**config.mk**
```make
export PLATFORM = sky130hd
export DESIGN_NAME = periodic_task_tick_scheduler_flat
export DESIGN_NICKNAME = d
export VERILOG_FILES = /design/src/rtl/pts_pkg.sv /design/src/rtl/pts_if.sv /design/src/rtl/pts_datapath.sv /design/src/rtl/pts_ctrl.sv /design/src/rtl/periodic_task_tick_scheduler.sv /design/src/flat_wrapper.sv
export SDC_FILE = /design/constraint.sdc
export NUM_CORES = 1
export LEC_CHECK = 0
export BUFFER_PORTS_ARGS = -buffer_cell sky130_fd_sc_hd__buf_2
export CORE_ASPECT_RATIO = 0.6
export CORE_MARGIN = 3
export CORE_UTILIZATION = 35
export CTS_BUF_LIST = sky130_fd_sc_hd__clkbuf_2 sky130_fd_sc_hd__clkbuf_4 sky130_fd_sc_hd__clkbuf_8
export DETAILED_ROUTE_END_ITERATION = 6
export MAX_ROUTING_LAYER = met4
export PLACE_DENSITY = 0.5
export REMOVE_ABC_BUFFERS = 1
export SYNTH_ARGS = -nofsm -noshare
export SYNTH_HDL_FRONTEND = slang
export SYNTH_HIERARCHICAL = 1
export SYNTH_SLANG_ARGS = --single-unit
```
**constraint.sdc**
```tcl
create_clock -name i_clk -period 5.8 [get_ports i_clk]
set_input_delay 0.87 -clock i_clk [delete_from_list [all_inputs] [get_ports i_clk]]
set_output_delay 0.87 -clock i_clk [all_outputs]
set_load 0.005 [all_outputs]
```
**src/rtl/pts_pkg.sv**
```systemverilog
// Package for the periodic task tick scheduler.
// Request and status codes, handle select codes, table entry type and the
// command / status structs between controller and datapath. No dependencies.
`timescale 1ns / 1ps
`default_nettype none

package pts_pkg;

    // At most this many result words per tick; later firings are not reported.
    localparam int RESULT_CAP = 16;
    localparam int NFW        = $clog2(RESULT_CAP + 1);

    typedef enum logic [1:0] {
        REQ_REG   = 2'd0,
        REQ_UNREG = 2'd1,
        REQ_TICK  = 2'd2
    } t_req;

    typedef enum logic [2:0] {
        ST_OK        = 3'd0,
        ST_FIRED     = 3'd1,
        ST_FULL      = 3'd2,
        ST_NOT_FOUND = 3'd3,
        ST_IDLE      = 3'd4
    } t_status;

    // Source of the handle field of an emitted word.
    typedef enum logic [1:0] {
        HS_REQ  = 2'd0,
        HS_PEND = 2'd1,
        HS_ZERO = 2'd2
    } t_hsel;

    typedef struct packed {
        logic [7:0]  handle;
        logic [15:0] interval;
        logic [15:0] count;
    } t_entry;

    typedef struct packed {
        logic    cap;        // capture the request
        logic    idx_clr;
        logic    idx_inc;
        logic    rd;         // read table into the read register
        logic    rd_next;    // read at idx+1 instead of idx
        logic    append;     // write request at the end, count up
        logic    shift;      // write read register back at idx
        logic    used_dec;
        logic    tick_step;  // update counter at idx, handle a firing
        logic    emit;
        t_status emit_status;
        t_hsel   emit_hsel;
        logic    emit_last;
    } t_cmd;

    typedef struct packed {
        logic [1:0] req_type;
        logic       full;
        logic       empty;
        logic       match;
        logic       nxt_lt_used;   // idx+1 < used
        logic       nxt2_lt_used;  // idx+2 < used
        logic       take_emit;     // this entry fires and pushes out the pending word
        logic       pend_valid;
        logic       out_free;
    } t_stat;

endpackage

`default_nettype wire

```
**src/rtl/pts_if.sv**
```systemverilog
// Handshake channels of the periodic task tick scheduler: request and result.
// Depends on nothing; payload widths are fixed by the field definitions.
`timescale 1ns / 1ps
`default_nettype none

interface pts_req_if;
    logic        valid;
    logic        ready;
    logic [1:0]  req_type;
    logic [7:0]  task_handle;
    logic [15:0] interval_ticks;

    modport source (output valid, output req_type, output task_handle,
                    output interval_ticks, input ready);
    modport sink   (input valid, input req_type, input task_handle,
                    input interval_ticks, output ready);
endinterface

interface pts_res_if;
    logic       valid;
    logic       ready;
    logic [2:0] status;
    logic [7:0] fired_handle;
    logic       last;

    modport source (output valid, output status, output fired_handle,
                    output last, input ready);
    modport sink   (input valid, input status, input fired_handle,
                    input last, output ready);
endinterface

`default_nettype wire

```
**src/rtl/pts_datapath.sv**
```systemverilog
// Datapath of the scheduler: task table memory, fill count, scan index,
// pending fired handle and the output word register. Uses pts_pkg.
`timescale 1ns / 1ps
`default_nettype none

module pts_datapath #(
    parameter int MAX_TASKS = 16
) (
    input  wire logic           i_clk,
    input  wire logic           i_rst_n,
    input  wire pts_pkg::t_cmd  i_cmd,
    output pts_pkg::t_stat      o_stat,
    input  wire logic [1:0]     i_req_type,
    input  wire logic [7:0]     i_task_handle,
    input  wire logic [15:0]    i_interval_ticks,
    input  wire logic           i_out_ready,
    output logic                o_out_valid,
    output logic [2:0]          o_status,
    output logic [7:0]          o_fired_handle,
    output logic                o_last
);
    import pts_pkg::*;

    localparam int IW = (MAX_TASKS > 1) ? $clog2(MAX_TASKS) : 1;
    localparam int CW = $clog2(MAX_TASKS + 1);
    localparam int SW = CW + 1;

    t_entry          r_mem [MAX_TASKS];
    t_entry          r_rdata;

    logic [1:0]      r_req;
    logic [7:0]      r_handle;
    logic [15:0]     r_ivl;

    logic [CW-1:0]   r_used;
    logic [IW-1:0]   r_idx;
    logic [NFW-1:0]  r_nfire;
    logic            r_pend_valid;
    logic [7:0]      r_pend_handle;

    logic            r_out_valid;
    t_status         r_out_status;
    logic [7:0]      r_out_handle;
    logic            r_out_last;

    logic [SW-1:0]   w_idx_p1;
    logic [SW-1:0]   w_idx_p2;
    logic [IW-1:0]   w_rd_addr;
    logic [16:0]     w_cnt_p1;
    logic            w_fire;
    logic            w_take;
    logic            w_out_free;
    logic [7:0]      w_emit_handle;

    assign w_idx_p1   = SW'(r_idx) + SW'(1);
    assign w_idx_p2   = SW'(r_idx) + SW'(2);
    assign w_rd_addr  = i_cmd.rd_next ? w_idx_p1[IW-1:0] : r_idx;
    assign w_cnt_p1   = {1'b0, r_rdata.count} + 17'd1;
    assign w_fire     = (w_cnt_p1 >= {1'b0, r_rdata.interval});
    assign w_take     = w_fire && (r_nfire != NFW'(RESULT_CAP));
    assign w_out_free = !r_out_valid || i_out_ready;

    always_comb begin
        case (i_cmd.emit_hsel)
            HS_REQ:  w_emit_handle = r_handle;
            HS_PEND: w_emit_handle = r_pend_handle;
            default: w_emit_handle = 8'd0;
        endcase
    end

    always_comb begin
        o_stat.req_type     = r_req;
        o_stat.full         = (r_used == CW'(MAX_TASKS));
        o_stat.empty        = (r_used == '0);
        o_stat.match        = (r_rdata.handle == r_handle);
        o_stat.nxt_lt_used  = (w_idx_p1 < SW'(r_used));
        o_stat.nxt2_lt_used = (w_idx_p2 < SW'(r_used));
        o_stat.take_emit    = w_take && r_pend_valid;
        o_stat.pend_valid   = r_pend_valid;
        o_stat.out_free     = w_out_free;
    end

    // Table memory: one write and one registered read per cycle.
    always_ff @(posedge i_clk) begin
        if (i_cmd.append) begin
            r_mem[r_used[IW-1:0]] <= '{handle: r_handle, interval: r_ivl, count: 16'd0};
        end else if (i_cmd.tick_step) begin
            r_mem[r_idx] <= '{handle:   r_rdata.handle,
                              interval: r_rdata.interval,
                              count:    w_fire ? 16'd0 : w_cnt_p1[15:0]};
        end else if (i_cmd.shift) begin
            r_mem[r_idx] <= r_rdata;
        end
        if (i_cmd.rd) begin
            r_rdata <= r_mem[w_rd_addr];
        end
    end

    // Request capture and pending handle
    always_ff @(posedge i_clk) begin
        if (i_cmd.cap) begin
            r_req    <= i_req_type;
            r_handle <= i_task_handle;
            r_ivl    <= i_interval_ticks;
        end
        if (i_cmd.tick_step && w_take) begin
            r_pend_handle <= r_rdata.handle;
        end
    end

    always_ff @(posedge i_clk) begin
        if (!i_rst_n) begin
            r_used       <= '0;
            r_idx        <= '0;
            r_nfire      <= '0;
            r_pend_valid <= 1'b0;
        end else begin
            if (i_cmd.append) begin
                r_used <= r_used + CW'(1);
            end else if (i_cmd.used_dec) begin
                r_used <= r_used - CW'(1);
            end
            if (i_cmd.idx_clr) begin
                r_idx <= '0;
            end else if (i_cmd.idx_inc) begin
                r_idx <= r_idx + IW'(1);
            end
            if (i_cmd.cap) begin
                r_nfire      <= '0;
                r_pend_valid <= 1'b0;
            end else if (i_cmd.tick_step && w_take) begin
                r_nfire      <= r_nfire + NFW'(1);
                r_pend_valid <= 1'b1;
            end
        end
    end

    // Output word register
    always_ff @(posedge i_clk) begin
        if (!i_rst_n) begin
            r_out_valid <= 1'b0;
        end else begin
            if (i_cmd.emit || (i_cmd.tick_step && w_take && r_pend_valid)) begin
                r_out_valid <= 1'b1;
            end else if (i_out_ready) begin
                r_out_valid <= 1'b0;
            end
        end
        if (i_cmd.emit) begin
            r_out_status <= i_cmd.emit_status;
            r_out_handle <= w_emit_handle;
            r_out_last   <= i_cmd.emit_last;
        end else if (i_cmd.tick_step && w_take && r_pend_valid) begin
            // a newer firing pushes the earlier one out, not the final word
            r_out_status <= ST_FIRED;
            r_out_handle <= r_pend_handle;
            r_out_last   <= 1'b0;
        end
    end

    assign o_out_valid    = r_out_valid;
    assign o_status       = r_out_status;
    assign o_fired_handle = r_out_handle;
    assign o_last         = r_out_last;

endmodule

`default_nettype wire

```
**src/rtl/pts_ctrl.sv**
```systemverilog
// Controller of the scheduler: sequences register, unregister (scan and
// compaction) and tick (table walk) over the datapath. Uses pts_pkg.
`timescale 1ns / 1ps
`default_nettype none

module pts_ctrl (
    input  wire logic          i_clk,
    input  wire logic          i_rst_n,
    input  wire logic          i_in_valid,
    output logic               o_in_ready,
    input  wire pts_pkg::t_stat i_stat,
    output pts_pkg::t_cmd      o_cmd
);
    import pts_pkg::*;

    typedef enum logic [3:0] {
        S_IDLE,
        S_DISP,
        S_FIN,
        S_URD,
        S_UEV,
        S_SRD,
        S_SEV,
        S_TRD,
        S_TEV,
        S_TEND
    } t_state;

    t_state  r_state;
    t_state  n_state;
    t_status r_fin_status;
    t_status n_fin_status;
    t_hsel   r_fin_hsel;
    t_hsel   n_fin_hsel;

    // nothing is taken while reset is held
    assign o_in_ready = (r_state == S_IDLE) && i_rst_n;

    always_comb begin
        o_cmd        = '0;
        n_state      = r_state;
        n_fin_status = r_fin_status;
        n_fin_hsel   = r_fin_hsel;
        case (r_state)
            S_IDLE: begin
                if (i_in_valid) begin
                    o_cmd.cap     = 1'b1;
                    o_cmd.idx_clr = 1'b1;
                    n_state       = S_DISP;
                end
            end
            S_DISP: begin
                n_fin_hsel = HS_REQ;
                n_state    = S_FIN;
                case (i_stat.req_type)
                    REQ_REG: begin
                        if (i_stat.full) begin
                            n_fin_status = ST_FULL;
                        end else begin
                            o_cmd.append = 1'b1;
                            n_fin_status = ST_OK;
                        end
                    end
                    REQ_UNREG: begin
                        n_fin_status = ST_NOT_FOUND;
                        if (!i_stat.empty) begin
                            n_state = S_URD;
                        end
                    end
                    REQ_TICK: begin
                        n_state = i_stat.empty ? S_TEND : S_TRD;
                    end
                    default: begin
                        n_fin_status = ST_NOT_FOUND;
                        n_fin_hsel   = HS_ZERO;
                    end
                endcase
            end
            S_FIN: begin
                if (i_stat.out_free) begin
                    o_cmd.emit        = 1'b1;
                    o_cmd.emit_status = r_fin_status;
                    o_cmd.emit_hsel   = r_fin_hsel;
                    o_cmd.emit_last   = 1'b1;
                    n_state           = S_IDLE;
                end
            end
            S_URD: begin
                o_cmd.rd = 1'b1;
                n_state  = S_UEV;
            end
            S_UEV: begin
                if (i_stat.match) begin
                    n_fin_status = ST_OK;
                    if (i_stat.nxt_lt_used) begin
                        n_state = S_SRD;
                    end else begin
                        o_cmd.used_dec = 1'b1;
                        n_state        = S_FIN;
                    end
                end else begin
                    o_cmd.idx_inc = 1'b1;
                    n_state       = i_stat.nxt_lt_used ? S_URD : S_FIN;
                end
            end
            S_SRD: begin
                o_cmd.rd      = 1'b1;
                o_cmd.rd_next = 1'b1;
                n_state       = S_SEV;
            end
            S_SEV: begin
                o_cmd.shift   = 1'b1;
                o_cmd.idx_inc = 1'b1;
                if (i_stat.nxt2_lt_used) begin
                    n_state = S_SRD;
                end else begin
                    o_cmd.used_dec = 1'b1;
                    n_state        = S_FIN;
                end
            end
            S_TRD: begin
                o_cmd.rd = 1'b1;
                n_state  = S_TEV;
            end
            S_TEV: begin
                // hold the entry while an earlier fired word still waits
                if (!(i_stat.take_emit && !i_stat.out_free)) begin
                    o_cmd.tick_step = 1'b1;
                    o_cmd.idx_inc   = 1'b1;
                    n_state         = i_stat.nxt_lt_used ? S_TRD : S_TEND;
                end
            end
            S_TEND: begin
                if (i_stat.out_free) begin
                    o_cmd.emit        = 1'b1;
                    o_cmd.emit_status = i_stat.pend_valid ? ST_FIRED : ST_IDLE;
                    o_cmd.emit_hsel   = i_stat.pend_valid ? HS_PEND : HS_ZERO;
                    o_cmd.emit_last   = 1'b1;
                    n_state           = S_IDLE;
                end
            end
            default: begin
                n_state = S_IDLE;
            end
        endcase
    end

    always_ff @(posedge i_clk) begin
        r_fin_status <= n_fin_status;
        r_fin_hsel   <= n_fin_hsel;
        if (!i_rst_n) begin
            r_state <= S_IDLE;
        end else begin
            r_state <= n_state;
        end
    end

endmodule

`default_nettype wire

```
**src/rtl/periodic_task_tick_scheduler.sv**
```systemverilog
// Top level of the periodic task tick scheduler.
// Joins pts_ctrl and pts_datapath to the request and result channels
// (pts_req_if, pts_res_if). Uses pts_pkg.
`timescale 1ns / 1ps
`default_nettype none

// Keeps an ordered table of up to MAX_TASKS periodic tasks in a single-port
// read / single-port write memory and serves one request at a time. Every
// table access is a read step followed by an evaluate / write-back step; a
// tick walks all used entries, an unregister scans up to the match, then
// compacts the entries behind it.
// Result words leave through an output register; the walk pauses on a
// firing entry while an earlier fired word still waits there. A tick reports
// at most 16 fired handles, the last word of every request carries last = 1.

module periodic_task_tick_scheduler #(
    parameter int MAX_TASKS = 16
) (
    input  wire logic  i_clk,
    input  wire logic  i_rst_n,
    pts_req_if.sink    i_req,
    pts_res_if.source  o_res
);
    import pts_pkg::*;

    t_cmd w_cmd;
    t_stat w_stat;
    logic w_in_ready;

    assign i_req.ready = w_in_ready;

    pts_ctrl u_ctrl (
        .i_clk      (i_clk),
        .i_rst_n    (i_rst_n),
        .i_in_valid (i_req.valid),
        .o_in_ready (w_in_ready),
        .i_stat     (w_stat),
        .o_cmd      (w_cmd)
    );

    pts_datapath #(
        .MAX_TASKS (MAX_TASKS)
    ) u_datapath (
        .i_clk            (i_clk),
        .i_rst_n          (i_rst_n),
        .i_cmd            (w_cmd),
        .o_stat           (w_stat),
        .i_req_type       (i_req.req_type),
        .i_task_handle    (i_req.task_handle),
        .i_interval_ticks (i_req.interval_ticks),
        .i_out_ready      (o_res.ready),
        .o_out_valid      (o_res.valid),
        .o_status         (o_res.status),
        .o_fired_handle   (o_res.fired_handle),
        .o_last           (o_res.last)
    );

endmodule

`default_nettype wire

```
**src/flat_wrapper.sv**
```systemverilog
// flat-port wrapper written by rule: the top's interface ports become plain ports
module periodic_task_tick_scheduler_flat import pts_pkg::*;
#(
    parameter int MAX_TASKS = 16
)
  (i_clk, i_rst_n, i_req_valid, i_req_req_type, i_req_task_handle, i_req_interval_ticks, i_req_ready, o_res_valid, o_res_status, o_res_fired_handle, o_res_last, o_res_ready);
  pts_req_if i_req_i ();
  pts_res_if o_res_i ();
  input  wire logic i_clk;
  input  wire logic i_rst_n;
  input wire logic [$bits(i_req_i.valid)-1:0] i_req_valid;
  input wire logic [$bits(i_req_i.req_type)-1:0] i_req_req_type;
  input wire logic [$bits(i_req_i.task_handle)-1:0] i_req_task_handle;
  input wire logic [$bits(i_req_i.interval_ticks)-1:0] i_req_interval_ticks;
  output wire logic [$bits(i_req_i.ready)-1:0] i_req_ready;
  output wire logic [$bits(o_res_i.valid)-1:0] o_res_valid;
  output wire logic [$bits(o_res_i.status)-1:0] o_res_status;
  output wire logic [$bits(o_res_i.fired_handle)-1:0] o_res_fired_handle;
  output wire logic [$bits(o_res_i.last)-1:0] o_res_last;
  input wire logic [$bits(o_res_i.ready)-1:0] o_res_ready;
  assign i_req_i.valid = i_req_valid;
  assign i_req_i.req_type = i_req_req_type;
  assign i_req_i.task_handle = i_req_task_handle;
  assign i_req_i.interval_ticks = i_req_interval_ticks;
  assign i_req_ready = i_req_i.ready;
  assign o_res_valid = o_res_i.valid;
  assign o_res_status = o_res_i.status;
  assign o_res_fired_handle = o_res_i.fired_handle;
  assign o_res_last = o_res_i.last;
  assign o_res_i.ready = o_res_ready;
  periodic_task_tick_scheduler #(.MAX_TASKS(MAX_TASKS)) u_core (.i_clk(i_clk), .i_rst_n(i_rst_n), .i_req(i_req_i), .o_res(o_res_i));
endmodule
```
# Word level (Yosys, flattened, before mapping)
# Memory sizes are Yosys's and may differ from the RTL's. A register that Yosys moved wholly into a read port is not among the register bits.
# Cells that the tools add are included.
# totals
register_bits	71
ram_bits	640
inputBits	30
output_inout_bits	14
elab_cells	138
memories	1
# memory_table
name	words	word_bits	read_ports	rd_clocked_by_memory_dff	write_ports	line	rtl
u_core.u_datapath.r_mem	16	40	1	1	1	pts_datapath.sv:28	t_entry r_mem [MAX_TASKS];
# classes
add_sub_neg	7
order_cmp	3
eq_ne	20
mux	64
n_bitwise	2
n_reduce_logical	26
# op_table
cell	count
$mux W40	2
$reduce_or A40 Y1	1
$pmux W4 S9	1
$mux W1	28
$mux W4	7
$mux W3	7
$add A16 B1 Y17 const B	1
$ge A17 B16 Y1	1
$eq A4 B3 Y1 const B	4
$mux W16	1
$mux W8	2
$pmux W8 S2	1
$mux W7	2
$pmux W7 S2	1
$pmux W3 S2	2
$add A5 B1 Y5 const B	2
$mux W2	5
$mux W5	2
$eq A4 B2 Y1 const B	2
$eq A4 B4 Y1 const B	2
$eq A8 B8 Y1	1
$ne A2 B2 Y1 const B	4
$pmux W4 S2	1
$reduce_bool A2 Y1	4
25 further kinds	38

# Logic depth before layout (Yosys ltp)
# depth
ltp_word	13
ltp_mapped	19

# Modules after synthesis
# The synthesis kept the hierarchy.
# by_module_without_submodules
mod	instances	cells_each	area_each_um2	seq_area_each_um2
pts_datapath	1	1524	29627.2	22121.2
pts_ctrl	1	104	780.7	170.2

# Worst setup path after synthesis
# OpenSTA, ideal clock, no wires.
# synth_timing
path_kind	flip-flop to flip-flop
start	register u_core/u_datapath/r_rdata[0] (netlist name)
end	memory u_core/u_datapath/r_mem[3][0] (netlist bit), enable pin
setup_ns	0.437
arrival_time_ns	5.330
slack_ns	0.032
path_stages_with_launch	20
n_path_buf	1
period_less_slack_ns	5.768
cell_sequence	edfxtp_1 > ha_1 > nand4_1 > nor3_2 > and3_1 > xor2_1 > ha_1 > a21oi_1 > o21ai_0 > a221oi_1 > o211ai_1 > and3_1 > nand2b_4 > nand3_1 > nor2_1 > o21ai_0 > clkbuf_1 > nor3_1 > a31oi_1 > nor2_1
# synth_rtl
element	line
end: declaration	pts_datapath.sv:28

==> results.sh <==
export IMPL_drv_cap=0
export IMPL_grt_start_max_net_pins=84
export IMPL_wl_per_cell_um=25.6
export IMPL_finalClockSkew_ns=0.0410
export IMPL_io_pins=44
export IMPL_dpl_cell_area_um2=33100
export IMPL_fillCellCount=7725
export IMPL_vias=16000
export IMPL_dp_cells=2848
export IMPL_async_flop_share=0
export IMPL_endpoint_kind="flop"
export IMPL_synth_top_family_by_area="multiplexers"
export IMPL_clk_path_buf_depth=3
export IMPL_status="finished clean"
export IMPL_fin_crit_sh=0.929
export IMPL_ys_types=64
export IMPL_ir_worst_vdd_v=0.000167
export IMPL_synthAdderAreaFrac=0.0155
export IMPL_port_buffers=43
export IMPL_dp_hpwl_mm=49.2
export IMPL_drv_slew=0
export IMPL_die_w_um=387
export IMPL_mappedNetlistArea_um2=30400
export IMPL_synthXorXnorAreaFrac=0.0107
export IMPL_finalNonFillerCells=3053
export IMPL_cts_sinks=749
export IMPL_clk_pin_slew_ns=0.06
export IMPL_cts_root_buffer="clkbuf_8"
export IMPL_met2_usage=0.242
export IMPL_seq_area_frac_synth=0.733
export IMPL_grt_pass1_wl_mm=114
export IMPL_post_route_min_period_ns=5.39
export IMPL_power_density_nw_per_um2=315
export IMPL_htreeDepth=3
export IMPL_cts_hold_buffers=0
export IMPL_design_core_area_um2=85800
export IMPL_multi_input_area_um2=7690
export IMPL_grt_busiest_layer="met1"
export IMPL_finalPower_uw=11100
export IMPL_start_util=0.354
export IMPL_muxShareOfSynthArea=0.133
export IMPL_synthCells=1628
export IMPL_ctsResizeCount=0
export IMPL_tightest_slew_ns=1.20
export IMPL_antenna_found_initial=8
export IMPL_drtAntennaViolNets=0
export IMPL_utilization=0.410
export IMPL_crit_type="reg -> reg"
export IMPL_finalHoldViolCount=0
export IMPL_ys_warn_count=6
export IMPL_grt_overflow_total=0
export IMPL_first_global_vias=16000
export IMPL_avgSynthCellArea_um2=18.7
export IMPL_dr_pass1_iters=7
export IMPL_synth_seq_cells=749
export IMPL_finalInstanceArea_um2=35200
export IMPL_startpoint_type="flop"
export IMPL_post_cts_buffers=0
export IMPL_timing_fmax_mhz=186
export IMPL_first_iter_violations=1543
export IMPL_rows=83
export IMPL_regArea_um2=22300
export IMPL_use_met3=0.0409
export IMPL_path_max_fanout=16
export IMPL_vias_per_cell=5.25
export IMPL_leakagePower_uw=0.0117
export IMPL_rsz0062_at_grt="false"
export IMPL_synth_edf_count=729
export IMPL_synthFlopType="edfxtp_1"
export IMPL_insertion_delay_ns=0.80
export IMPL_tritoncts="done"
export IMPL_hold_class="in -> reg"
export IMPL_grt_usage=0.179
export IMPL_die_area_um2=90600
export IMPL_critPathArrivalTime_ns=5.80
export IMPL_max_slew_margin=0.196
export IMPL_finalSetupViolations=0
export IMPL_drc=0
export IMPL_synth_simple_gate_area_frac=0.0445
export IMPL_final_layout_size_suffix_gt1_frac=0.273
export IMPL_place_congestion=0.872
export IMPL_die_h_um=234
export IMPL_met1_usage=0.266
export IMPL_synthToLayoutAreaGrowth_pct=15.6
export IMPL_layout_nets=1879
export IMPL_synth_compound_area_share=0.0429
export IMPL_cts_buffers=109
export IMPL_drt_total_wl_mm=78.3
export IMPL_crit_required_ns=6.21
critical path, cell delays in order, from the launching register on:
cell and delay, ns:
edfxtp_1 0.41, ha_1 0.23, nand4_1 0.16, nor3_2 0.35
buf_4 0.20, xor2_1 0.08, ha_1 0.32, nand4_1 0.17
o41ai_1 0.41, a221oi_1 0.16, o211ai_1 0.12, buf_4 0.18
and3_1 0.20, nand2b_4 0.06, nand3_1 0.11, nor2_2 0.11
buf_12 0.17, nor2b_1 0.49, a32oi_1 0.13, nor2_1 0.94
final timing paths:
kind,from,to,slack [ns],depth (start not counted)
worst min-delay path,i_req_interval_ticks[1],u_core/u_datapath/r_ivl[1],0.25,1
worst max-delay path,u_core/u_datapath/r_rdata[1],u_core/u_datapath/r_mem[6][12],0.41,19
worst min register to register,u_core/u_datapath/r_nfire[4],u_core/u_datapath/r_nfire[4],0.50,2
worst max register to register,u_core/u_datapath/r_rdata[1],u_core/u_datapath/r_mem[6][12],0.41,19
metrics by stage:
stage | hold slack, ns | setup TNS [ns] | setup slack [ns]
6_report | 0.254 | 0 | 0.411
5_1_grt | 0.183 | 0 | 0.120
4_1_cts | 0.172 | 0 | 0.205
3_5_place_dp | 0.483 | 0 | 0.266
3_3_place_gp | 0.470 | 0 | 0.447
2_1_floorplan | 0.453 | -1861.05 | -4.26
layer usage:
layer	vias up	part of all wire	routed length (um)
met2	607	0.42	32500
met4	0	0.024	1910
met3	141	0.078	6130
met5	-	0	0
li1	6942	-	-
met1	8331	0.48	37800
state kept, by name, summed over array words and instances (netlist names):
name and flops:
u_core/u_ctrl/r_fin_hsel 1, u_core/u_ctrl/r_fin_status 2, u_core/u_datapath/r_handle 8, u_core/u_datapath/r_used 5
u_core/u_ctrl/r_state 4, u_core/u_datapath/o_last 1, u_core/u_datapath/r_mem 640, u_core/u_datapath/o_status 3
u_core/u_datapath/r_req 2, u_core/u_datapath/r_nfire 5, u_core/u_datapath/r_ivl 16, u_core/u_datapath/r_idx 4
u_core/u_datapath/r_pend_handle 8, u_core/u_datapath/o_out_valid 1, u_core/u_datapath/r_pend_valid 1, u_core/u_datapath/o_fired_handle 8
u_core/u_datapath/r_rdata 40
placed cells by master (no fill, tap or decap), drive strengths merged, types with 44 or more instances in the layout:
cell type / count
clkinv: 44
a21oi: 68
mux4: 160
buf: 157
edfxtp: 729
nor2b: 48
nand2: 67
clkbuf: 145
nor2: 71
inv: 49
cell families (layout without fill, tap and decap cells):
| family | Yosys count | count (layout) |
|---|---|---|
| AO/OA/AOI/OAI | 202 | 202 |
| AND/OR/NAND/NOR | 271 | 271 |
| adder cells (fa/ha/maj) | 37 | 37 |
| other | 0 | 6 |
| flip-flops | 749 | 749 |
| multiplexers | 203 | 203 |
| XOR/XNOR | 35 | 35 |
| buffers and inverters | 131 | 403 |
power by group:
part	leakage (uW)	internal [uW]	total [uW]	switching (uW)
sequential	0.00671	6130	6180	49.5
clock	0.00108	2040	4100	2050
combinational	0.00394	270	803	533
synthesized netlist by cell type, drive strengths merged, types with 3 or more instances:
cell type | instances | area (um2)
a22oi | 7 | 52.6
o22ai | 11 | 68.8
a21oi | 68 | 344
inv | 47 | 176
nor3 | 9 | 50.1
xor2 | 13 | 114
a32oi | 13 | 114
edfxtp | 729 | 21900
nor2b | 48 | 300
a211oi | 42 | 315
xnor2 | 22 | 211
a31oi | 11 | 68.8
buf | 52 | 329
and3 | 10 | 62.6
mux4 | 160 | 3600
mux2i | 42 | 420
a32o | 3 | 31.3
and2 | 6 | 37.5
ha | 36 | 450
nor2 | 71 | 269
dfxtp | 20 | 400
o21ai | 31 | 155
nand2 | 67 | 251
nand2b | 12 | 82.6
nor3b | 3 | 22.5
clkbuf | 32 | 120
nand3 | 21 | 105
nand4 | 11 | 68.8
cell type report:
cell class                      count  area share
Clock buffer                      145      0.0507
Sequential cell                   749       0.634
Timing Repair Buffer              157      0.0426
Tap cell                         1147      0.0408
Antenna cell                        6    0.000427
Inverter                           47     0.00502
Multi-Input combinational cell    748       0.219
Clock inverter                     54     0.00797
Power figures use the tool's default switching activity.
